## config.mk

```make
export PLATFORM = sky130hd
export DESIGN_NAME = three_wire_rtc_serial_master_unit
export DESIGN_NICKNAME = d
export VERILOG_FILES = /design/src/twrsm_pkg.sv /design/src/three_wire_rtc_serial_master_unit.sv /design/src/twrsm_front.sv /design/src/twrsm_engine.sv
export VERILOG_INCLUDE_DIRS = /design/src /design/src/src
export SDC_FILE = /design/constraint.sdc
export NUM_CORES = 1
export LEC_CHECK = 0
export BUFFER_PORTS_ARGS = -buffer_cell sky130_fd_sc_hd__buf_2
export CORE_MARGIN = 2
export CORE_UTILIZATION = 40
export DETAILED_ROUTE_END_ITERATION = 7
export SLEW_MARGIN = 40
export SYNTH_ARGS = -nofsm -noshare
export SYNTH_HDL_FRONTEND = slang
export SYNTH_SLANG_ARGS = --single-unit
```

## constraint.sdc

```tcl
create_clock -name clock -period 3.3 [get_ports clock]
set_input_delay 0.66 -clock clock [delete_from_list [all_inputs] [get_ports clock]]
set_output_delay 0.66 -clock clock [all_outputs]
set_load 0.05 [all_outputs]
```

## src/three_wire_rtc_serial_master_unit_defines.svh

```systemverilog
// Assertion macros shared by the serial master RTL.
`ifndef THREE_WIRE_RTC_SERIAL_MASTER_UNIT_DEFINES_SVH
`define THREE_WIRE_RTC_SERIAL_MASTER_UNIT_DEFINES_SVH

// Check a same-cycle implication on the rising clock, off during reset.
`define TWRSM_ASSERT_SAME(name, ante, cons, msg) \
   name: assert property (@(posedge clock) disable iff (reset) (ante) |-> (cons)) \
      else $error(msg);

// Check a property that starts in the cycle after the antecedent.
`define TWRSM_ASSERT_NEXT(name, ante, cons, msg) \
   name: assert property (@(posedge clock) disable iff (reset) (ante) |=> (cons)) \
      else $error(msg);

`endif

```

## src/twrsm_pkg.sv

```systemverilog
// Types and constants of the three-wire serial master.
`timescale 1ns / 1ps

package twrsm_pkg;

   // Tick counter width and configuration width
   localparam int TICK_COUNT_WIDTH = 8;
   localparam int CFG_W            = 8;
   localparam logic [CFG_W-1:0] HALF_RESET = 8'd2;

   // Action codes of an input item
   localparam logic [1:0] ACT_TICK  = 2'd0;
   localparam logic [1:0] ACT_WRITE = 2'd1;
   localparam logic [1:0] ACT_READ  = 2'd2;

   // Command bit0 forcing masks
   localparam logic [7:0] CMD_READ_SET   = 8'h01;
   localparam logic [7:0] CMD_WRITE_MASK = 8'hFE;

   // Bit phases: data byte starts at 8, transaction ends after 15
   localparam logic [4:0] PHASE_DATA = 5'd8;
   localparam logic [4:0] PHASE_END  = 5'd16;

   // Queue depth between front and back
   localparam int QUEUE_DEPTH = 2;
   localparam int QPTR_W      = $clog2(QUEUE_DEPTH);
   localparam int QCNT_W      = $clog2(QUEUE_DEPTH + 1);

   typedef struct packed {
      logic [1:0] action;
      logic [7:0] command_byte;
      logic [7:0] write_data;
      logic       io_in;
   } twrsm_req_type;

   typedef struct packed {
      logic       chip_enable;
      logic       serial_clock;
      logic       io_drive;
      logic       io_out;
      logic       busy_res;
      logic       done_res;
      logic [7:0] read_data;
   } twrsm_rsp_type;

   // Classified item held in the queue
   typedef struct packed {
      logic        is_start;
      logic        is_read;
      logic [15:0] shift_word;
      logic        io_in;
   } twrsm_item_type;

   // Queue to engine handshake
   typedef struct packed {
      logic           valid;
      twrsm_item_type item;
   } twrsm_q_type;

endpackage

```

## src/three_wire_rtc_serial_master_unit.sv

```systemverilog
// Path: a tick is written into the queue, then its result into the result register.
// Throughput: one tick per cycle while the queue is not full; the bit timer and shifters step once per tick.
// A two-entry queue parts the input side from the engine; the result register
// holds one finished tick while the next is taken.
// Synchronous active-high reset: engine idle, no result valid, half period back to two ticks.
`timescale 1ns / 1ps
`include "three_wire_rtc_serial_master_unit_defines.svh"

module three_wire_rtc_serial_master_unit (
   input  logic                    clock,
   input  logic                    reset,
   input  logic                    req_valid,
   output logic                    req_stall,
   input  twrsm_pkg::twrsm_req_type req_data,
   output logic                    rsp_valid,
   input  logic                    rsp_stall,
   output twrsm_pkg::twrsm_rsp_type rsp_data,
   input  logic                    csr_valid,
   output logic                    csr_ready,
   input  logic [7:0]              csr_wdata
);
   import twrsm_pkg::*;

   twrsm_q_type q_link;
   logic        q_pop;

   // Accept and classify ticks
   twrsm_front u_front (
      .clock     (clock),
      .reset     (reset),
      .req_valid (req_valid),
      .req_stall (req_stall),
      .req_data  (req_data),
      .q_out     (q_link),
      .q_pop     (q_pop)
   );

   // Run the serial transaction
   twrsm_engine u_engine (
      .clock     (clock),
      .reset     (reset),
      .q_in      (q_link),
      .q_pop     (q_pop),
      .csr_valid (csr_valid),
      .csr_ready (csr_ready),
      .csr_wdata (csr_wdata),
      .rsp_valid (rsp_valid),
      .rsp_stall (rsp_stall),
      .rsp_data  (rsp_data)
   );

   `TWRSM_ASSERT_SAME(a_done_ends, rsp_valid && rsp_data.done_res, !rsp_data.busy_res && !rsp_data.serial_clock, "done with busy or clock high")
   `TWRSM_ASSERT_SAME(a_idle_pins, rsp_valid && !rsp_data.busy_res, !rsp_data.chip_enable && !rsp_data.io_drive && !rsp_data.io_out, "pins active while idle")
   `TWRSM_ASSERT_NEXT(a_latency, req_valid && !req_stall && !q_link.valid && !rsp_valid, ##1 rsp_valid, "tick result missing after two cycles")

endmodule

```

## src/twrsm_front.sv

```systemverilog
// Front end: classifies input items and queues them for the engine.
`timescale 1ns / 1ps

module twrsm_front (
   input  logic                    clock,
   input  logic                    reset,
   input  logic                    req_valid,
   output logic                    req_stall,
   input  twrsm_pkg::twrsm_req_type req_data,
   output twrsm_pkg::twrsm_q_type   q_out,
   input  logic                    q_pop
);
   import twrsm_pkg::*;

   twrsm_item_type              entry_ff [QUEUE_DEPTH];
   logic [QPTR_W-1:0]           wr_ptr_ff, wr_ptr_in;
   logic [QPTR_W-1:0]           rd_ptr_ff, rd_ptr_in;
   logic [QCNT_W-1:0]           count_ff, count_in;
   twrsm_item_type              item_new;
   logic                        push;
   logic                        pop;

   // Classify the request and build the command/data shift word
   always_comb begin
      item_new.io_in = req_data.io_in;
      unique case (req_data.action)
         ACT_WRITE: begin
            item_new.is_start   = 1'b1;
            item_new.is_read    = 1'b0;
            item_new.shift_word = {req_data.write_data,
                                   req_data.command_byte & CMD_WRITE_MASK};
         end
         ACT_READ: begin
            item_new.is_start   = 1'b1;
            item_new.is_read    = 1'b1;
            item_new.shift_word = {8'h00, req_data.command_byte | CMD_READ_SET};
         end
         default: begin
            item_new.is_start   = 1'b0;
            item_new.is_read    = 1'b0;
            item_new.shift_word = 16'h0000;
         end
      endcase
   end

   assign req_stall = (count_ff == QCNT_W'(QUEUE_DEPTH));
   assign push      = req_valid && !req_stall;
   assign pop       = q_pop && (count_ff != '0);

   assign q_out.valid = (count_ff != '0);
   assign q_out.item  = entry_ff[rd_ptr_ff];

   // Advance pointers and occupancy
   always_comb begin
      wr_ptr_in = push ? QPTR_W'(wr_ptr_ff + 1'b1) : wr_ptr_ff;
      rd_ptr_in = pop  ? QPTR_W'(rd_ptr_ff + 1'b1) : rd_ptr_ff;
      count_in  = count_ff;
      if (push && !pop) begin
         count_in = count_ff + 1'b1;
      end else if (pop && !push) begin
         count_in = count_ff - 1'b1;
      end
   end

   always_ff @(posedge clock) begin
      if (reset) begin
         wr_ptr_ff <= '0;
         rd_ptr_ff <= '0;
         count_ff  <= '0;
      end else begin
         wr_ptr_ff <= wr_ptr_in;
         rd_ptr_ff <= rd_ptr_in;
         count_ff  <= count_in;
      end
   end

   // Store the classified item
   always_ff @(posedge clock) begin
      if (push) begin
         entry_ff[wr_ptr_ff] <= item_new;
      end
   end

endmodule

```

## src/twrsm_engine.sv

```systemverilog
// Back end: bit timer, shift registers and the result register.
`timescale 1ns / 1ps

module twrsm_engine (
   input  logic                    clock,
   input  logic                    reset,
   input  twrsm_pkg::twrsm_q_type   q_in,
   output logic                    q_pop,
   input  logic                    csr_valid,
   output logic                    csr_ready,
   input  logic [7:0]              csr_wdata,
   output logic                    rsp_valid,
   input  logic                    rsp_stall,
   output twrsm_pkg::twrsm_rsp_type rsp_data
);
   import twrsm_pkg::*;

   localparam int CMP_W = ((TICK_COUNT_WIDTH > CFG_W) ? TICK_COUNT_WIDTH : CFG_W) + 1;
   localparam logic [CMP_W-1:0] HALF_CAP = CMP_W'(1) << TICK_COUNT_WIDTH;

   logic [CFG_W-1:0]            half_ff;
   logic [4:0]                  bit_phase_ff, bit_phase_in;
   logic                        clock_level_ff, clock_level_in;
   logic [TICK_COUNT_WIDTH-1:0] tick_count_ff, tick_count_in;
   logic [15:0]                 out_shift_ff, out_shift_in;
   logic                        is_read_ff, is_read_in;
   logic                        active_ff, active_in;
   logic [7:0]                  in_shift_ff, in_shift_in;
   logic                        out_valid_ff;
   twrsm_rsp_type               rsp_ff, rsp_in;
   logic [CMP_W-1:0]            half_len;
   logic [CMP_W-1:0]            tick_next;
   logic [4:0]                  phase_next;
   logic                        done;
   logic                        drive;

   assign csr_ready = 1'b1;
   assign q_pop     = q_in.valid && (!out_valid_ff || !rsp_stall);
   assign rsp_valid = out_valid_ff;
   assign rsp_data  = rsp_ff;

   // Half length: zero counts as one, capped at the counter range
   always_comb begin
      half_len = (half_ff == '0) ? CMP_W'(1) : CMP_W'(half_ff);
      if (half_len > HALF_CAP) begin
         half_len = HALF_CAP;
      end
   end

   assign tick_next  = CMP_W'(tick_count_ff) + CMP_W'(1);
   assign phase_next = bit_phase_ff + 5'd1;

   // Step the transaction by one tick
   always_comb begin
      bit_phase_in   = bit_phase_ff;
      clock_level_in = clock_level_ff;
      tick_count_in  = tick_count_ff;
      out_shift_in   = out_shift_ff;
      is_read_in     = is_read_ff;
      active_in      = active_ff;
      in_shift_in    = in_shift_ff;
      done           = 1'b0;
      if (!active_ff) begin
         if (q_in.item.is_start) begin
            active_in      = 1'b1;
            is_read_in     = q_in.item.is_read;
            out_shift_in   = q_in.item.shift_word;
            bit_phase_in   = '0;
            clock_level_in = 1'b1;
            tick_count_in  = '0;
         end
      end else if (tick_next >= half_len) begin
         tick_count_in = '0;
         if (clock_level_ff) begin
            clock_level_in = 1'b0;
         end else if (phase_next >= PHASE_END) begin
            active_in      = 1'b0;
            done           = 1'b1;
            clock_level_in = 1'b0;
            bit_phase_in   = '0;
         end else begin
            clock_level_in = 1'b1;
            bit_phase_in   = phase_next;
            // sample the data line on the rising clock of a read data bit
            if (is_read_ff && phase_next >= PHASE_DATA) begin
               in_shift_in = {q_in.item.io_in, in_shift_ff[7:1]};
            end
         end
      end else begin
         tick_count_in = tick_next[TICK_COUNT_WIDTH-1:0];
      end
   end

   // Build the pin levels after this tick
   always_comb begin
      drive = active_in && !(is_read_in && bit_phase_in >= PHASE_DATA);
      rsp_in.chip_enable  = active_in;
      rsp_in.serial_clock = active_in && clock_level_in;
      rsp_in.io_drive     = drive;
      rsp_in.io_out       = drive && out_shift_in[bit_phase_in[3:0]];
      rsp_in.busy_res     = active_in;
      rsp_in.done_res     = done;
      rsp_in.read_data    = in_shift_in;
   end

   // Configuration register
   always_ff @(posedge clock) begin
      if (reset) begin
         half_ff <= HALF_RESET;
      end else if (csr_valid && csr_ready) begin
         half_ff <= csr_wdata;
      end
   end

   // Transaction state advances only when a queued tick is taken
   always_ff @(posedge clock) begin
      if (reset) begin
         bit_phase_ff   <= '0;
         clock_level_ff <= 1'b0;
         tick_count_ff  <= '0;
         out_shift_ff   <= '0;
         is_read_ff     <= 1'b0;
         active_ff      <= 1'b0;
         in_shift_ff    <= '0;
      end else if (q_pop) begin
         bit_phase_ff   <= bit_phase_in;
         clock_level_ff <= clock_level_in;
         tick_count_ff  <= tick_count_in;
         out_shift_ff   <= out_shift_in;
         is_read_ff     <= is_read_in;
         active_ff      <= active_in;
         in_shift_ff    <= in_shift_in;
      end
   end

   // Result register: load on pop, drop when transferred
   always_ff @(posedge clock) begin
      if (reset) begin
         out_valid_ff <= 1'b0;
      end else if (q_pop) begin
         out_valid_ff <= 1'b1;
      end else if (!rsp_stall) begin
         out_valid_ff <= 1'b0;
      end
   end

   always_ff @(posedge clock) begin
      if (q_pop) begin
         rsp_ff <= rsp_in;
      end
   end

endmodule
```

**Word-level counts from Yosys, hierarchy flattened**

Memory sizes are Yosys's and may differ from the RTL's. A register that Yosys moved wholly into a read port is not among the register bits.
Cells that the tools add are included.
Widths: inputs -> output; s select.

- Flip-flop bits (word level): 66
- Bits in latches: 0
- Memory bits (writable): 38
- Bits in read-only memories: 0
- Bits of input ports: 32
- Output and inout bits: 17
- Logic and storage cells: 100
- Memories kept: 1

Memory list:

| name | depth | width | read ports | clocked after Yosys merged registers in | write ports | RTL line | source |
|---|---|---|---|---|---|---|---|
| u_front.entry_ff | 2 | 19 | 1 | 1 | 1 | twrsm_front.sv:15 | `twrsm_item_type entry_ff [QUEUE_DEPTH];` |

- $add $sub $neg: 6
- Multiply operators: 0
- Div/mod/pow operators: 0
- Order comparisons: 6
- Equality and inequality tests: 4
- Shift-type cells: 0
- Mux-type cells: 40
- Bitwise operators: 2
- Reduce and logical (&&, ||, !) cells: 23

Operators by type and width:

| operator | number |
|---|---|
| $mux 8 | 9 |
| $pmux 18 s2 | 1 |
| $mux 16 | 2 |
| $mux 5 | 5 |
| $mux 1 | 19 |
| $ge 5x4->1 const B | 2 |
| $logic_and 1x1->1 | 10 |
| $add 8x1->9 const B | 1 |
| $ge 9x9->1 | 1 |
| $gt 9x9->1 const B | 1 |
| $mux 9 | 1 |
| $logic_not 8->1 | 1 |
| $logic_not 1->1 | 6 |
| $reduce_bool 2->1 | 3 |
| $add 5x1->5 const B | 1 |
| $ge 5x5->1 const B | 1 |
| $lt 4x5->1 const B | 1 |
| $bmux 1 s4 | 1 |
| $eq 2x2->1 const B | 2 |
| $mux 2 | 2 |
| $reduce_or 3->1 | 1 |
| $add 1x1->1 const B | 2 |
| $add 2x1->2 const B | 1 |
| $eq 2x1->1 const B | 1 |
| other kinds (5) | 6 |

**Longest topological paths before layout**

Gate-level depths: netlist of the first run.

- Depth after elaboration: 12
- Depth in mapped cells: 14
- Depth with buffers taken out: 12

**Modules after synthesis**

From an unflattened synthesis of the first run, not the netlist that was laid out.

- Cell total of the unflattened synthesis: 464
- Area total of the unflattened synthesis: 4793.3 um^2

By module, submodules not included:

| module | instances | cells an instance | area an instance (um^2) | sequential area each (um^2) |
|---|---|---|---|---|
| twrsm_engine | 1 | 358 | 3113.0 | 1371.3 |
| twrsm_front | 1 | 106 | 1680.4 | 1181.1 |

**Worst setup path after synthesis of the first run**

Ideal clock, no wire load.

- Path kind: flip-flop to flip-flop
- From: register u_engine.tick_count_ff[2]
- To: register u_engine.rsp_ff (netlist bit u_engine.rsp_data[10]) (data pin)
- Library setup time: 265 ps
- Data arrival time: 2661 ps
- Data required time: 3035 ps
- Setup slack: 374 ps
- Cell stages (with the launch flop): 14
- Path buffers: 1
- Period minus slack after synthesis: 2926 ps
- Cell sequence: dfxtp_1 clkbuf_1 nand3_1 nor2_1 xor2_1 ha_1 and3_1 o21ai_1 o211ai_2 o2bb2a_2 and3_1 a2111oi_0 a311o_1 o22ai_1

RTL lines:

| element | RTL line | source |
|---|---|---|
| start, declared | twrsm_engine.sv:24 | `logic [TICK_COUNT_WIDTH-1:0] tick_count_ff, tick_count_in;` |
| start signal, assigned | twrsm_engine.sv:128 | `tick_count_ff <= tick_count_in;` |
| end signal, assigned | twrsm_engine.sv:149 | `rsp_ff <= rsp_in;` |
| end, declared | twrsm_engine.sv:30 | `twrsm_rsp_type rsp_ff, rsp_in;` |

==> results of run 1 <==
## routing by layer
metal  vias to the layer above  GRT usage
met5                         -          0
met4                         0     0.0482
met3                         9     0.0369
met2                        54      0.251
met1                      1673      0.205
li1                       1811          -
## sequential cells by signal (all words and copies together), names as in the netlist, named ones only
name	cells
u_engine.is_read_ff	1
u_front.entry_ff	36
u_engine.in_shift_ff	8
u_engine.bit_phase_ff	5
u_engine.rsp_valid	1
u_engine.rsp_data	13
u_front.wr_ptr_ff	1
u_front.count_ff	2
u_front.rd_ptr_ff	1
u_engine.clock_level_ff	1
u_engine.out_shift_ff	16
u_engine.active_ff	1
u_engine.half_ff	8
u_engine.tick_count_ff	8
## power by group
part	leakage (nW)	total (mW)	switching, mW	internal [mW]
clock network	0.142	1.04	0.452	0.590
registers	0.917	1.86	0.166	1.69
logic	1.20	1.80	1.20	0.600
## cells in the mapped netlist, drive strengths merged (4+ instances only)
cell | instances | area [sq um]
nor2 | 59 | 229
nand2 | 58 | 220
dfxtp | 54 | 1080
edfxtp | 49 | 1470
a21oi | 29 | 156
mux2i | 24 | 240
o21ai | 22 | 110
and2 | 19 | 121
inv | 17 | 63.8
clkbuf | 15 | 56.3
ha | 13 | 163
nand3 | 13 | 75.1
buf | 12 | 76.3
mux2 | 11 | 131
nor3 | 8 | 40.0
a22oi | 7 | 52.6
and3 | 7 | 48.8
xnor2 | 7 | 61.3
xor2 | 6 | 52.6
o211ai | 5 | 42.5
nand2b | 4 | 32.5
nand4 | 4 | 25.0
## kinds of logic (layout without fill, tap and decap cells)
group	count (synthesis)	after routing	synth area share
flops	103	103	0.517
other cells	1	1	0.000760
fa+ha+maj	13	13	0.0330
simple gates	184	184	0.181
xor+xnor	13	13	0.0231
mux	35	35	0.0753
buf+inv	44	100	0.0398
compound gates	91	92	0.130
## worst max path at each step
stage / to / slack (ns) / cells after the start
final: u_engine.rsp_data[10] / 0.18 / 13
after global routing: u_engine.rsp_data[10] / 0.02 / 13
after CTS: u_engine.rsp_data[10] / 0.01 / 12
after detailed placement: u_engine.rsp_data[10] / -0.06 / 12
after global placement: u_engine.rsp_data[10] / -0.01 / 12
after floorplan: u_engine.rsp_data[10] / 0.37 / 13
## tightest hold or removal path: cells and delay by family, from the launching register on
family          cells  cell delay, ns
flops               1            0.31
simple gates        1            0.05
compound gates      1            0.05
## area by class of cell
class	instances	area (sq um)	share of cell area
well taps	147	184	0.0318
flip-flops and latches	103	2560	0.442
inverters	17	63.8	0.0110
clock inverters	5	56.3	0.00973
multi-input cells	338	2300	0.398
clock buffers	11	233	0.0402
repair buffers	67	388	0.0670
## metrics by stage
step / utilization / area [sq um] / power [mW] / hold slack (ns)
6_report: 0.482 / 5790 / 4.70 / 0.456
5_1_grt: 0.482 / 5790 / 5.00 / 0.481
4_1_cts: 0.470 / 5640 / 4.70 / 0.458
3_5_place_dp: 0.445 / 5340 / 3.64 / 0.447
3_3_place_gp: 0.445 / 5340 / 3.61 / 0.442
2_1_floorplan: - / 4930 / 3.23 / 0.437
## timing repair
| item | CTS | global route |
|---|---|---|
| resized for setup | 2 | 21 |
| buffers inserted | 0 | 5 |
| cloned | 0 | 1 |
| setup endpoints to repair | 1 | 15 |
| hold buffers | 0 | 0 |
| pin swaps | 0 | 5 |
==> results.txt, run 1 <==
- Status: completed
* Startpoint Class: register
* Slew at the pin closest to its max-slew limit: 0.774 ns
- Power per cell area: 812 nW/um^2
- In the finished design, the share of the clock period the worst path needs comes to 0.944.
- Setup-failing EPs final: 0
- Initial core utilization: 0.411
- Part of the Yosys area used for sequential elements: 0.517
- Cell breakdown of the critical path: ha_2, nand3_1, xnor2_2, ha_1, a21o_1, o21ai_4, o211ai_4, buf_4, nor2b_4, a221oi_4, o211ai_1, a311o_1, o22ai_1
- In the global route stage, overall resource usage came out at 0.154.
- Clock insertion delay at the later pin of the skew report: approximately 0.34 ns
- STA puts the critical path data required time at 3.49 ns.
- Proportion of layout cells with a drive suffix above 1: 0.235
- Prior to clock tree synthesis, the placed netlist has a worst setup slack of -0.0560 ns.
- Startpoint of the lowest-slack hold path: u_engine.out_shift_ff[5]
- In the synthesized netlist, the number of instances is 484.
* Count of port buffers added during placement: 46
- Arr. time, crit path: 3.30 ns
* Peak supply drop: approximately 0.47 mV
* Highest clock frequency the design can meet: 321 MHz
* Routed WL: 9590 microns
- Routed length on met2: 4530 microns
- The number of nets in the synthesized netlist is 529.
- For this run, the post-layout net count is a little under 600.
- Relative to the synthesized area, the layout overhead comes to 17.3%.
- The detailed router finished its first iteration with 160 violations.
* Antenna violations before repair: 0
- Final standard cell count with taps included and fillers excluded: 688
* CTS Root Buffer Type: sky130_fd_sc_hd__clkbuf_16
- Launch point of the worst path: u_engine.tick_count_ff[0]
* Buffers plus inverters on the worst setup path: 1
- Detailed routing placed a total of 307 microns of wire on met3.
- Cell at the slowest stage of the critical path: sky130_fd_sc_hd__dfxtp_2
- Path type of the worst min-delay path: register to register
- Pin count of the biggest net entering global routing: 36
* Number of warnings issued by yosys: 0
* Wire length of the first global-routing pass: 16,200 microns
- The worst hold path passes through 2 cells.
- M1 wire length: 4660 microns
* Diodes inserted: 0
- Averaged over all synthesized cells, the footprint is 10.2 sq um.
- Setup repair after global routing left no endpoint under its margin.
- Of all flip-flops after synthesis, the portion carrying an async set or reset was 0.
- The routed layout has between 3,000 and 4,000 vias.
- After clock tree synthesis, the clock-pin slew on the worst setup and hold paths is 0.07 ns.
* Number of antenna-violating nets in the routed design: 0
- STA classifies the critical path endpoint as a register.
- Summed over all layers, the global routing overflow is 0.
- The number of cells on the worst reg-to-reg path is 13.
- Among cell families on the critical path, the largest total delay comes from compound AO/OA/AOI/OAI gates.
- Between clock sinks in the finished design, the worst skew comes to 0.00781 ns.
- Commonest cells after routing, fill and taps aside: 57 x sky130_fd_sc_hd__nand2_1, 57 x sky130_fd_sc_hd__nor2_1, 49 x sky130_fd_sc_hd__edfxtp_1, 48 x sky130_fd_sc_hd__dfxtp_1, 46 x sky130_fd_sc_hd__buf_2
- TritonCTS built the clock tree.
- Per-cell routed wire length: about 14 microns
* Number of clock buffers inserted by TritonCTS: 9
- In this run the core area contains 40 standard-cell rows.
- Setup slack of the worst register-to-register path: 0.18 ns
* Height of the chip: 115 microns
- Largest fanout on the critical path: 5
- Placed cells: 666
- The detailed router used layers up to and including met4.
- Post-synth EDFFs: 49
- #FFs+latches synth: slightly above 100
- In this run the deepest clock path goes through 2 buffers.
- Post-detailed-placement half-perimeter wirelength: 6560 microns
* Worst max-slew margin expressed relative to the limit: 0.481
- Largest incremental delay on the critical path: 0.35 ns
- The congestion estimate from routability-driven global placement came to about 0.8.
- Final-report max-slew violation count: 0
* Number of sinks handled by clock tree synthesis: about 100
- Destination of the worst hold path: u_engine.out_shift_ff[5]
* MaxCap Viol Count: 0
- In this run the horizontal extent of the chip is 115 microns.
* Post-detailed-route via-to-cell ratio: 5.16
- Top FF cell, synth: sky130_fd_sc_hd__dfxtp_1
- DIE AREA: between 10,000 and 15,000 sq um
- The worst setup path is of the register to register kind.
- Leak: 2.26 nW
- # IOs: 49
- The H-tree was split into 3 levels.
* Worst-case setup margin in the final layout: 0.184 ns
* Core outline area: 12,000 sq um
- Reg-to-reg critical path endpoint: u_engine.rsp_data[10]
* DRC violation count after routing: 0
* FF-to-FF Start: u_engine.tick_count_ff[0]
- In the final timing run, aggregate negative setup slack is 0 ns.
* Pre-Repair DR Iteration Count: 4
- Number of different library cells in the post-synthesis netlist: 69
- Post-layout min period: 3.12 ns
- Layout filler cell count: approximately 1,100
- Number of hold violations in the final report: 0
* Number of global-route vias before repair: approximately 3,400
- Netlist area before placement: 4930 sq um
No activity file was read; power rests on OpenSTA's default activity.
==> run 2, diff against run 1 <==
--- a/config.mk
+++ b/config.mk
@@ -13,4 +13,5 @@
 export SLEW_MARGIN = 40
 export SYNTH_ARGS = -nofsm -noshare
 export SYNTH_HDL_FRONTEND = slang
+export SYNTH_HIERARCHICAL = 1
 export SYNTH_SLANG_ARGS = --single-unit
==> run 2 against run 1 <==
  * Combinational power decreased by 15%
  * Final cell count decreased by 1.5%
  * Power down 6.4%
  * Register-to-register slack worse by 0.08 ns
  * Clock-buffer cell count is the same
  * Critical path depth is the same
  * Routed wire length is 0.24% lower
  * Largest cell class unchanged
==> results.txt, run 2 <==
- Worst setup skew after layout: 0.00629 ns
- MaxCap Viol Count: 0
- Initial core utilization: 0.414
- Once layout is done, the placed cells without fillers occupy 5790 sq um.
* Post-detailed-route via-to-cell ratio: just over 5
* Reg-to-reg critical path endpoint: u_engine/rsp_data[10]
- Wire length of the first global-routing pass: around 15,000 microns
- In the global route stage, met2 resource usage came out at 0.246.
* Number of warnings issued by yosys: 6
* Height of the chip: around 110 microns
* Routed WL: roughly 9600 microns
- Global routing finished with a remaining overflow of 0.
* Startpoint of the lowest-slack hold path: u_engine/out_shift_ff[0]
- Mean cell area of the mapped netlist: 10.3 sq um
- In this run, the number of DRC markers left after iteration 0 of detailed routing was 161.
- Setup-failing EPs final: 0
- Data on the critical path arrives at its endpoint at 3.40 ns.
- In this run the tightest slew margin relative to its limit is 0.507.
- Most common cell after layout, fill and taps aside: sky130_fd_sc_hd__nand2_1
* CTS tree: done
- Cells taking the most area after synthesis: sky130_fd_sc_hd__edfxtp_1 31%, sky130_fd_sc_hd__dfxtp_1 23%, sky130_fd_sc_hd__mux2_2 6.6%
- For this run, the top clock speed supported by timing is between 300 and 400 MHz.
* Slew at the pin closest to its max-slew limit: 0.735 ns
- Counting distinct cell types in the post-synthesis netlist gives 58.
* Post-cts hold buffer count: 0
* Power per cell area: 759 nW/um^2
- DRC violation count after routing: 0
- The worst setup path is captured at a register.
- Netlist area before placement: 4790 sq um
* Number of flip-flops under the largest register name: 36
* Setup slack of the worst register-to-register path: around 0.1 ns
- Pre-Repair DR Iteration Count: 4
* Top FF cell, synth: sky130_fd_sc_hd__dfxtp_1
- Once placement finished, the instance area stood at about 5300 sq um.
* Antenna violations before repair: 0
- Met1 usage in global routing: 0.199
* Vias: ~3,500
- Entering global routing, the biggest net connects 38 pins.
- The congestion estimate from routability-driven global placement came to 0.870.
- At the worst endpoint, the required time is 3.50 ns.
- The floorplan has 39 rows.
- Across the VDD grid, the largest voltage drop is 0.361 mV.
- Most frequent cell after synthesis: sky130_fd_sc_hd__nand2_1
- Yosys mapped a number of flops with a built-in enable equal to 49.
- Top cells by count, synth: 61 x sky130_fd_sc_hd__nand2_1, 56 x sky130_fd_sc_hd__nor2_1, 54 x sky130_fd_sc_hd__dfxtp_1
- In this run the tool buffered the top-level ports with 46 buffer cells.
- Number of hold violations in the final report: 0
- Clock-pin slew of the registers on the worst-case setup and hold paths: 0.07 ns
- The die is between 100 and 150 microns wide.
- The worst setup path is launched from a register.
* Core outline area: 11,600 sq um
- The worst hold path terminates at u_engine/out_shift_ff[0].
- Per-cell routed wire length: 14.1 microns
- Total Negative Setup Slacks: 0 ns
- Once detailed placement completed, the half-perimeter wirelength came to 6470 microns.
* # IOs: 49
- Part of the Yosys area used for sequential elements: 0.532
* Met3 Usage GRT: 0.0303
- Number of sinks handled by clock tree synthesis: about 100
- FF-to-FF Start: u_engine/tick_count_ff[1]
* Path type of the worst min-delay path: register to register
* Type of the worst setup path: register to register
- Setup slack at placement: -0.0607 ns
- Of the cells placed in the final design, the portion with a size suffix greater than 1 is 0.293.
* Net count after synthesis: 510
- Final design utilization: 0.501
* Diodes inserted: 0
- Clock insertion delay at the later pin of the skew report: approximately 0.35 ns
- The synthesized design spends more area on one cell type than any other, namely sky130_fd_sc_hd__edfxtp_1.
- The register with the most flip-flops in the final layout is u_front/entry_ff.
* Commonest cells after routing, fill and taps aside: 58 x sky130_fd_sc_hd__nand2_1, 56 x sky130_fd_sc_hd__nor2_1, 49 x sky130_fd_sc_hd__edfxtp_1, 46 x sky130_fd_sc_hd__buf_2, 46 x sky130_fd_sc_hd__dfxtp_1
- Setup repair after global routing missed its margin: true
* Worst-case setup margin in the final layout: 0.0996 ns
- Post-layout nets: 576
* Leak: 2.34 nW
- Largest fanout on the critical path: 4
- After layout, the minimum clock period comes to about 3.2 ns.
* Top-area cell type share of the netlist area: 0.307
* Clock tree buffer depth: 2
* Synthesis-to-finish area growth: 20.9%
- The global routing stage identified its most utilized layer as met2.
* Period utilisation layout: 0.970
- CTS Root Buffer Type: sky130_fd_sc_hd__clkbuf_16
- Number of clock buffers inserted by TritonCTS: 9
- In the global route stage, overall resource usage came out at 0.152.
- Number of antenna-violating nets in the routed design: 0
- The die covers approximately 13,000 sq um.
* #FFs+latches synth: 103
- Gate count of the mapped netlist: ~460
- Number of global-route vias before repair: approximately 3,200
- Status: completed
- Fraction of registers with async set/reset: 0
- The clock tree synthesis step divided the H-tree into 3 levels.
* Final-report max-slew violation count: 0
- Worst reg2reg path depth: 13
- The worst hold path was traced through 2 stages.
## run 2: cell count changes after synthesis, moves of 3 or more
cell / change
sky130_fd_sc_hd__mux2_2: +19
sky130_fd_sc_hd__mux2i_1: -15
sky130_fd_sc_hd__a22oi_1: +6
sky130_fd_sc_hd__o21ai_1: -6
sky130_fd_sc_hd__nand3_1: -5
sky130_fd_sc_hd__nand2_1: +4
sky130_fd_sc_hd__nor3_1: +4
sky130_fd_sc_hd__a21o_1: +3
sky130_fd_sc_hd__buf_1: -3
sky130_fd_sc_hd__inv_1: -3
sky130_fd_sc_hd__nor2b_1: +3
sky130_fd_sc_hd__o211ai_1: -3
sky130_fd_sc_hd__o21ai_0: -3
sky130_fd_sc_hd__xnor2_1: -3
## run 2: worst max path at each step
stage,to,depth (start not counted),start
finish,u_engine/rsp_data[10],13,u_engine/tick_count_ff[1]
global route,u_engine/rsp_data[10],14,u_engine/tick_count_ff[4]
CTS,u_engine/rsp_data[10],13,u_engine/tick_count_ff[3]
detailed placement,u_engine/rsp_data[10],14,u_engine/tick_count_ff[0]
global placement,u_engine/rsp_data[10],12,u_engine/tick_count_ff[0]
floorplan,u_engine/rsp_data[10],13,u_engine/tick_count_ff[4]
## run 2: stage by stage
step           hold WS, ns  std cells  power, mW
3_5_place_dp         0.447        657       3.34
6_report             0.457        678       4.40
2_1_floorplan        0.436        464       2.97
3_3_place_gp         0.443        657       3.30
4_1_cts              0.456        673       4.43
5_1_grt              0.480        678       4.67
## run 2: what timing repair did
item                                    CTS  global route
endpoints found under the setup margin    1             5
buffers inserted                          0             5
resized for setup                        10            29
pin swaps                                 2            21
## run 2: critical path: stages, from the launching register on
cell and delay (ns):
sky130_fd_sc_hd__dfxtp_4 0.38, sky130_fd_sc_hd__ha_4 0.18, sky130_fd_sc_hd__nand3_2 0.10, sky130_fd_sc_hd__xnor2_2 0.17
sky130_fd_sc_hd__ha_4 0.30, sky130_fd_sc_hd__nand2_2 0.07, sky130_fd_sc_hd__nor3_2 0.20, sky130_fd_sc_hd__a21o_1 0.22
sky130_fd_sc_hd__nor2_4 0.07, sky130_fd_sc_hd__mux2_4 0.31, sky130_fd_sc_hd__nor2b_4 0.13, sky130_fd_sc_hd__a32o_1 0.24
sky130_fd_sc_hd__or4_4 0.53, sky130_fd_sc_hd__a21boi_2 0.16
## run 2: area by class of cell
type / count / area [sq um]
repair buffers: 77 / 479
inverters: 15 / 56.3
well taps: 143 / 179
fillers: 1063 / 5770
flip-flops and latches: 103 / 2570
multi-input cells: 324 / 2210
clock inverters: 5 / 55.1
clock buffers: 11 / 243
## run 2: cell families (layout without fill, tap and decap cells)
group	Yosys count	in the layout	share of synthesized area
AO/OA/AOI/OAI	77	77	0.107
XOR/XNOR	11	11	0.0201
adder cells (fa/ha/maj)	14	14	0.0365
buffers and inverters	37	108	0.0360
flip-flops	103	103	0.532
multiplexers	39	39	0.0924
other	1	1	0.000782
AND/OR/NAND/NOR	182	182	0.175
## run 2: power breakdown
part	internal (mW)	switching (mW)
clock network	0.610	0.461
registers	1.67	0.132
logic	0.517	1.01
## run 2: routing by layer
metal | part of all wire | vias to the layer above
li1 | - | 1766
met1 | 0.46 | 1655
met2 | 0.49 | 51
met3 | 0.028 | 13
met4 | 0.018 | 0
met5 | 0 | -
==> run 3, diff against run 2 <==
--- a/config.mk
+++ b/config.mk
@@ -15,3 +15,4 @@
 export SYNTH_HDL_FRONTEND = slang
 export SYNTH_HIERARCHICAL = 1
 export SYNTH_SLANG_ARGS = --single-unit
+export TNS_END_PERCENT = 5
==> constraint.sdc (replaced) <==
create_clock -name clock -period 3.3 [get_ports clock]
set_input_delay 0.165 -clock clock [delete_from_list [all_inputs] [get_ports clock]]
set_output_delay 0.165 -clock clock [all_outputs]
set_load 0.05 [all_outputs]
==> run 3 against run 2 <==
  * Critical path type unchanged
  * Routed wire length down 1.6%
  * Setup slack better by 0.014 ns
  * First-iteration DRC count down 30%
  * Die area unchanged
  * Largest power group unchanged
  * Flip-flop and latch count unchanged
  * Sequential share of layout area up 0.49 points
  * Power down 2.8%
  * Clock power down 10%
==> results.txt, run 3 (synthesized netlist as in run 2, its figures left out) <==
- Pin count of the biggest net entering global routing: 32
* Most common cell after layout, fill and taps aside: sky130_fd_sc_hd__nand2_1
- The worst-case IR drop observed on VDD is 0.244 mV.
* Clock tree buffer depth: 2
- Leaving out fill and tap cells, the most frequent cells in the layout are 59 x sky130_fd_sc_hd__nand2_1, 55 x sky130_fd_sc_hd__nor2_1, 49 x sky130_fd_sc_hd__edfxtp_1, 48 x sky130_fd_sc_hd__dfxtp_1, 46 x sky130_fd_sc_hd__buf_2.
- After global routing the overflow that remains totals 0.
* Number of antenna-violating nets in the routed design: 0
- For this configuration, the core starts out at a cell density of 0.414.
- Proportion of layout cells with a drive suffix above 1: 0.274
- During I/O placement, the number of pins put on the boundary was approximately 50.
- Power per cell area: 747 nW/um^2
- Path type of the worst min-delay path: input pin to register
- Pre-Repair DR Iteration Count: 4
- Vias: ~3,500
- For the final database, setup skew stands at just over 0.009 ns.
- Routability-driven placement finished with a final weighted congestion of 0.877.
- After detailed routing, the number of remaining DRC violations is 0.
- Height of the chip: 113 microns
- Diodes inserted: 0
- Reg-to-reg critical path endpoint: u_engine/rsp_data[10]
- Status: completed
- The clock tree synthesis step divided the H-tree into 3 levels.
- At the end of the flow the core is filled with cells to 0.495.
- The count of buffers added on input and output ports is 46.
- The first routing iteration left between 100 and 150 violations.
* Critical Path RT: approximately 3.5 ns
- In this run the worst path has a maximum fanout of 4.
- Synthesis-to-finish area growth: 19.4%
- Setup violations remaining at the end of the flow were counted as 0.
- Based on the critical path, the design can be clocked at up to 314 MHz.
- Number of sinks handled by clock tree synthesis: 103
* FF-to-FF Start: u_engine/tick_count_ff[0]
* Slew at the pin closest to its max-slew limit: ~0.76 ns
- Worst-case setup margin in the final layout: 0.114 ns
- CTS Root Buffer Type: sky130_fd_sc_hd__clkbuf_16
- The tool flagged a number of max-cap violations equal to 0.
* Destination of the critical timing path: u_engine/rsp_data[10]
* Post-detailed-placement half-perimeter wirelength: 6440 microns
* Post-detailed-route via-to-cell ratio: 5.16
* Startpoint Class: register
- Number of global-route vias before repair: about 3,300
- Core outline area: 11,600 sq um
* Leak: 2.30 nW
- Clock-pin slew was measured on the worst setup and hold paths at 0.07 ns.
* Wire length of the first global-routing pass: roughly 15,000 microns
- The max-slew violation count is 0.
* Arr. time, crit path: approximately 3.4 ns
* FP Rows: 39
* CTS tree: done
- Number of flip-flops under the largest register name: 36
- Number of hold violations in the final report: 0
- Routed WL: 9420 microns
- In this run, CTS created clock tree buffers numbering 9.
- For this run, the total global-route usage over all layers was measured as 0.148.
- In this run the horizontal extent of the chip is 113 microns.
- In the finished design, the share of the clock period the worst path needs comes to 0.965.
* Launch point of the worst path: u_engine/tick_count_ff[0]
* Element type at the critical path end: register
- In the final design database the tool counted 573 nets.
- Per-cell routed wire length: roughly 14 microns
* Most flops, register: u_front/entry_ff
- For flop-to-flop paths, the worst setup slack is 0.11 ns.
* Post-layout min period: 3.19 ns
- After layout, the design draws a total of 4.27 mW.
- The initial antenna violation count is 0.
* Worst reg2reg path depth: 13
* Setup slack at placement: 0.0196 ns
* DIE AREA: 12,900 sq um
- Worst max-slew margin expressed relative to the limit: 0.493
* Layout filler cell count: 1,050
- Clock insertion delay at the later pin of the skew report: 0.34 ns
* Type of the worst setup path: register to register
-- run 3: cell count changes in the layout (fill, tap and decap cells not counted), moves of 2 or more --
cell                         delta
sky130_fd_sc_hd__nor3_2         -2
sky130_fd_sc_hd__dfxtp_1        +2
sky130_fd_sc_hd__dfxtp_2        -2
sky130_fd_sc_hd__nor3_1         +2
sky130_fd_sc_hd__buf_4          -3
sky130_fd_sc_hd__clkinvlp_4     +2
-- run 3: metal layers --
layer,track usage,vias up,routed length (microns)
met1,0.183,1658,4320
met3,0.0287,11,299
met2,0.258,60,4670
met4,0.0520,0,127
met5,0,-,0
li1,-,1756,-
-- run 3: worst max-delay path, stage by stage, from the launching register on --
cell and delay (ns):
sky130_fd_sc_hd__dfxtp_4 0.38, sky130_fd_sc_hd__ha_4 0.17, sky130_fd_sc_hd__nand3_2 0.11, sky130_fd_sc_hd__xnor2_2 0.23, sky130_fd_sc_hd__ha_4 0.24, sky130_fd_sc_hd__a21oi_1 0.12, sky130_fd_sc_hd__nor3_1 0.06, sky130_fd_sc_hd__a21o_1 0.20
sky130_fd_sc_hd__nor2_4 0.15, sky130_fd_sc_hd__mux2_2 0.36, sky130_fd_sc_hd__nor2b_1 0.15, sky130_fd_sc_hd__a32o_1 0.24, sky130_fd_sc_hd__or4_1 0.51, sky130_fd_sc_hd__a21boi_1 0.13
-- run 3: through the flow --
step | cells | setup TNS, ns | instance area, sq um | hold WS [ns]
after floorplan | 464 | 0 | 4790 | 0.234
after global placement | 657 | 0 | 5290 | 0.359
after detailed placement | 657 | 0 | 5300 | 0.361
after CTS | 673 | 0 | 5570 | 0.00373
after global routing | 675 | -0.0312 | 5730 | 0.0108
final | 675 | 0 | 5730 | 0.0149
-- run 3: area by class of cell --
class,count,area [sq um],share of cell area
flip-flops and latches,103,2560,0.448
multi-input cells,324,2200,0.385
repair buffers,74,457,0.0798
clock buffers,11,233,0.0406
well taps,143,179,0.0313
inverters,15,56.3,0.00983
clock inverters,5,32.5,0.00568
-- run 3: where the power goes --
part           internal [mW]  switching (mW)
Combinational          0.511            1.00
Clock                  0.511           0.449
Sequential              1.67           0.132
Total                   2.69            1.58
-- run 3: how the worst min path moves through the flow --
stage                      from                     end  depth (start not counted)
finish              req_data[0]  u_front/entry_ff[1][0]                          1
global placement    req_data[0]  u_front/entry_ff[1][0]                          1
floorplan                 reset     u_front/count_ff[1]                          1
global route        req_data[0]  u_front/entry_ff[1][0]                          1
detailed placement  req_data[0]  u_front/entry_ff[0][0]                          1
CTS                 req_data[0]  u_front/entry_ff[0][0]                          1
-- run 3: what timing repair did --
item,4_1_cts,5_1_grt
hold buffers,0,0
setup buffers,0,2
pin swaps,0,13
setup endpoints to repair,1,1
gates cloned,0,0
resized for setup,2,30
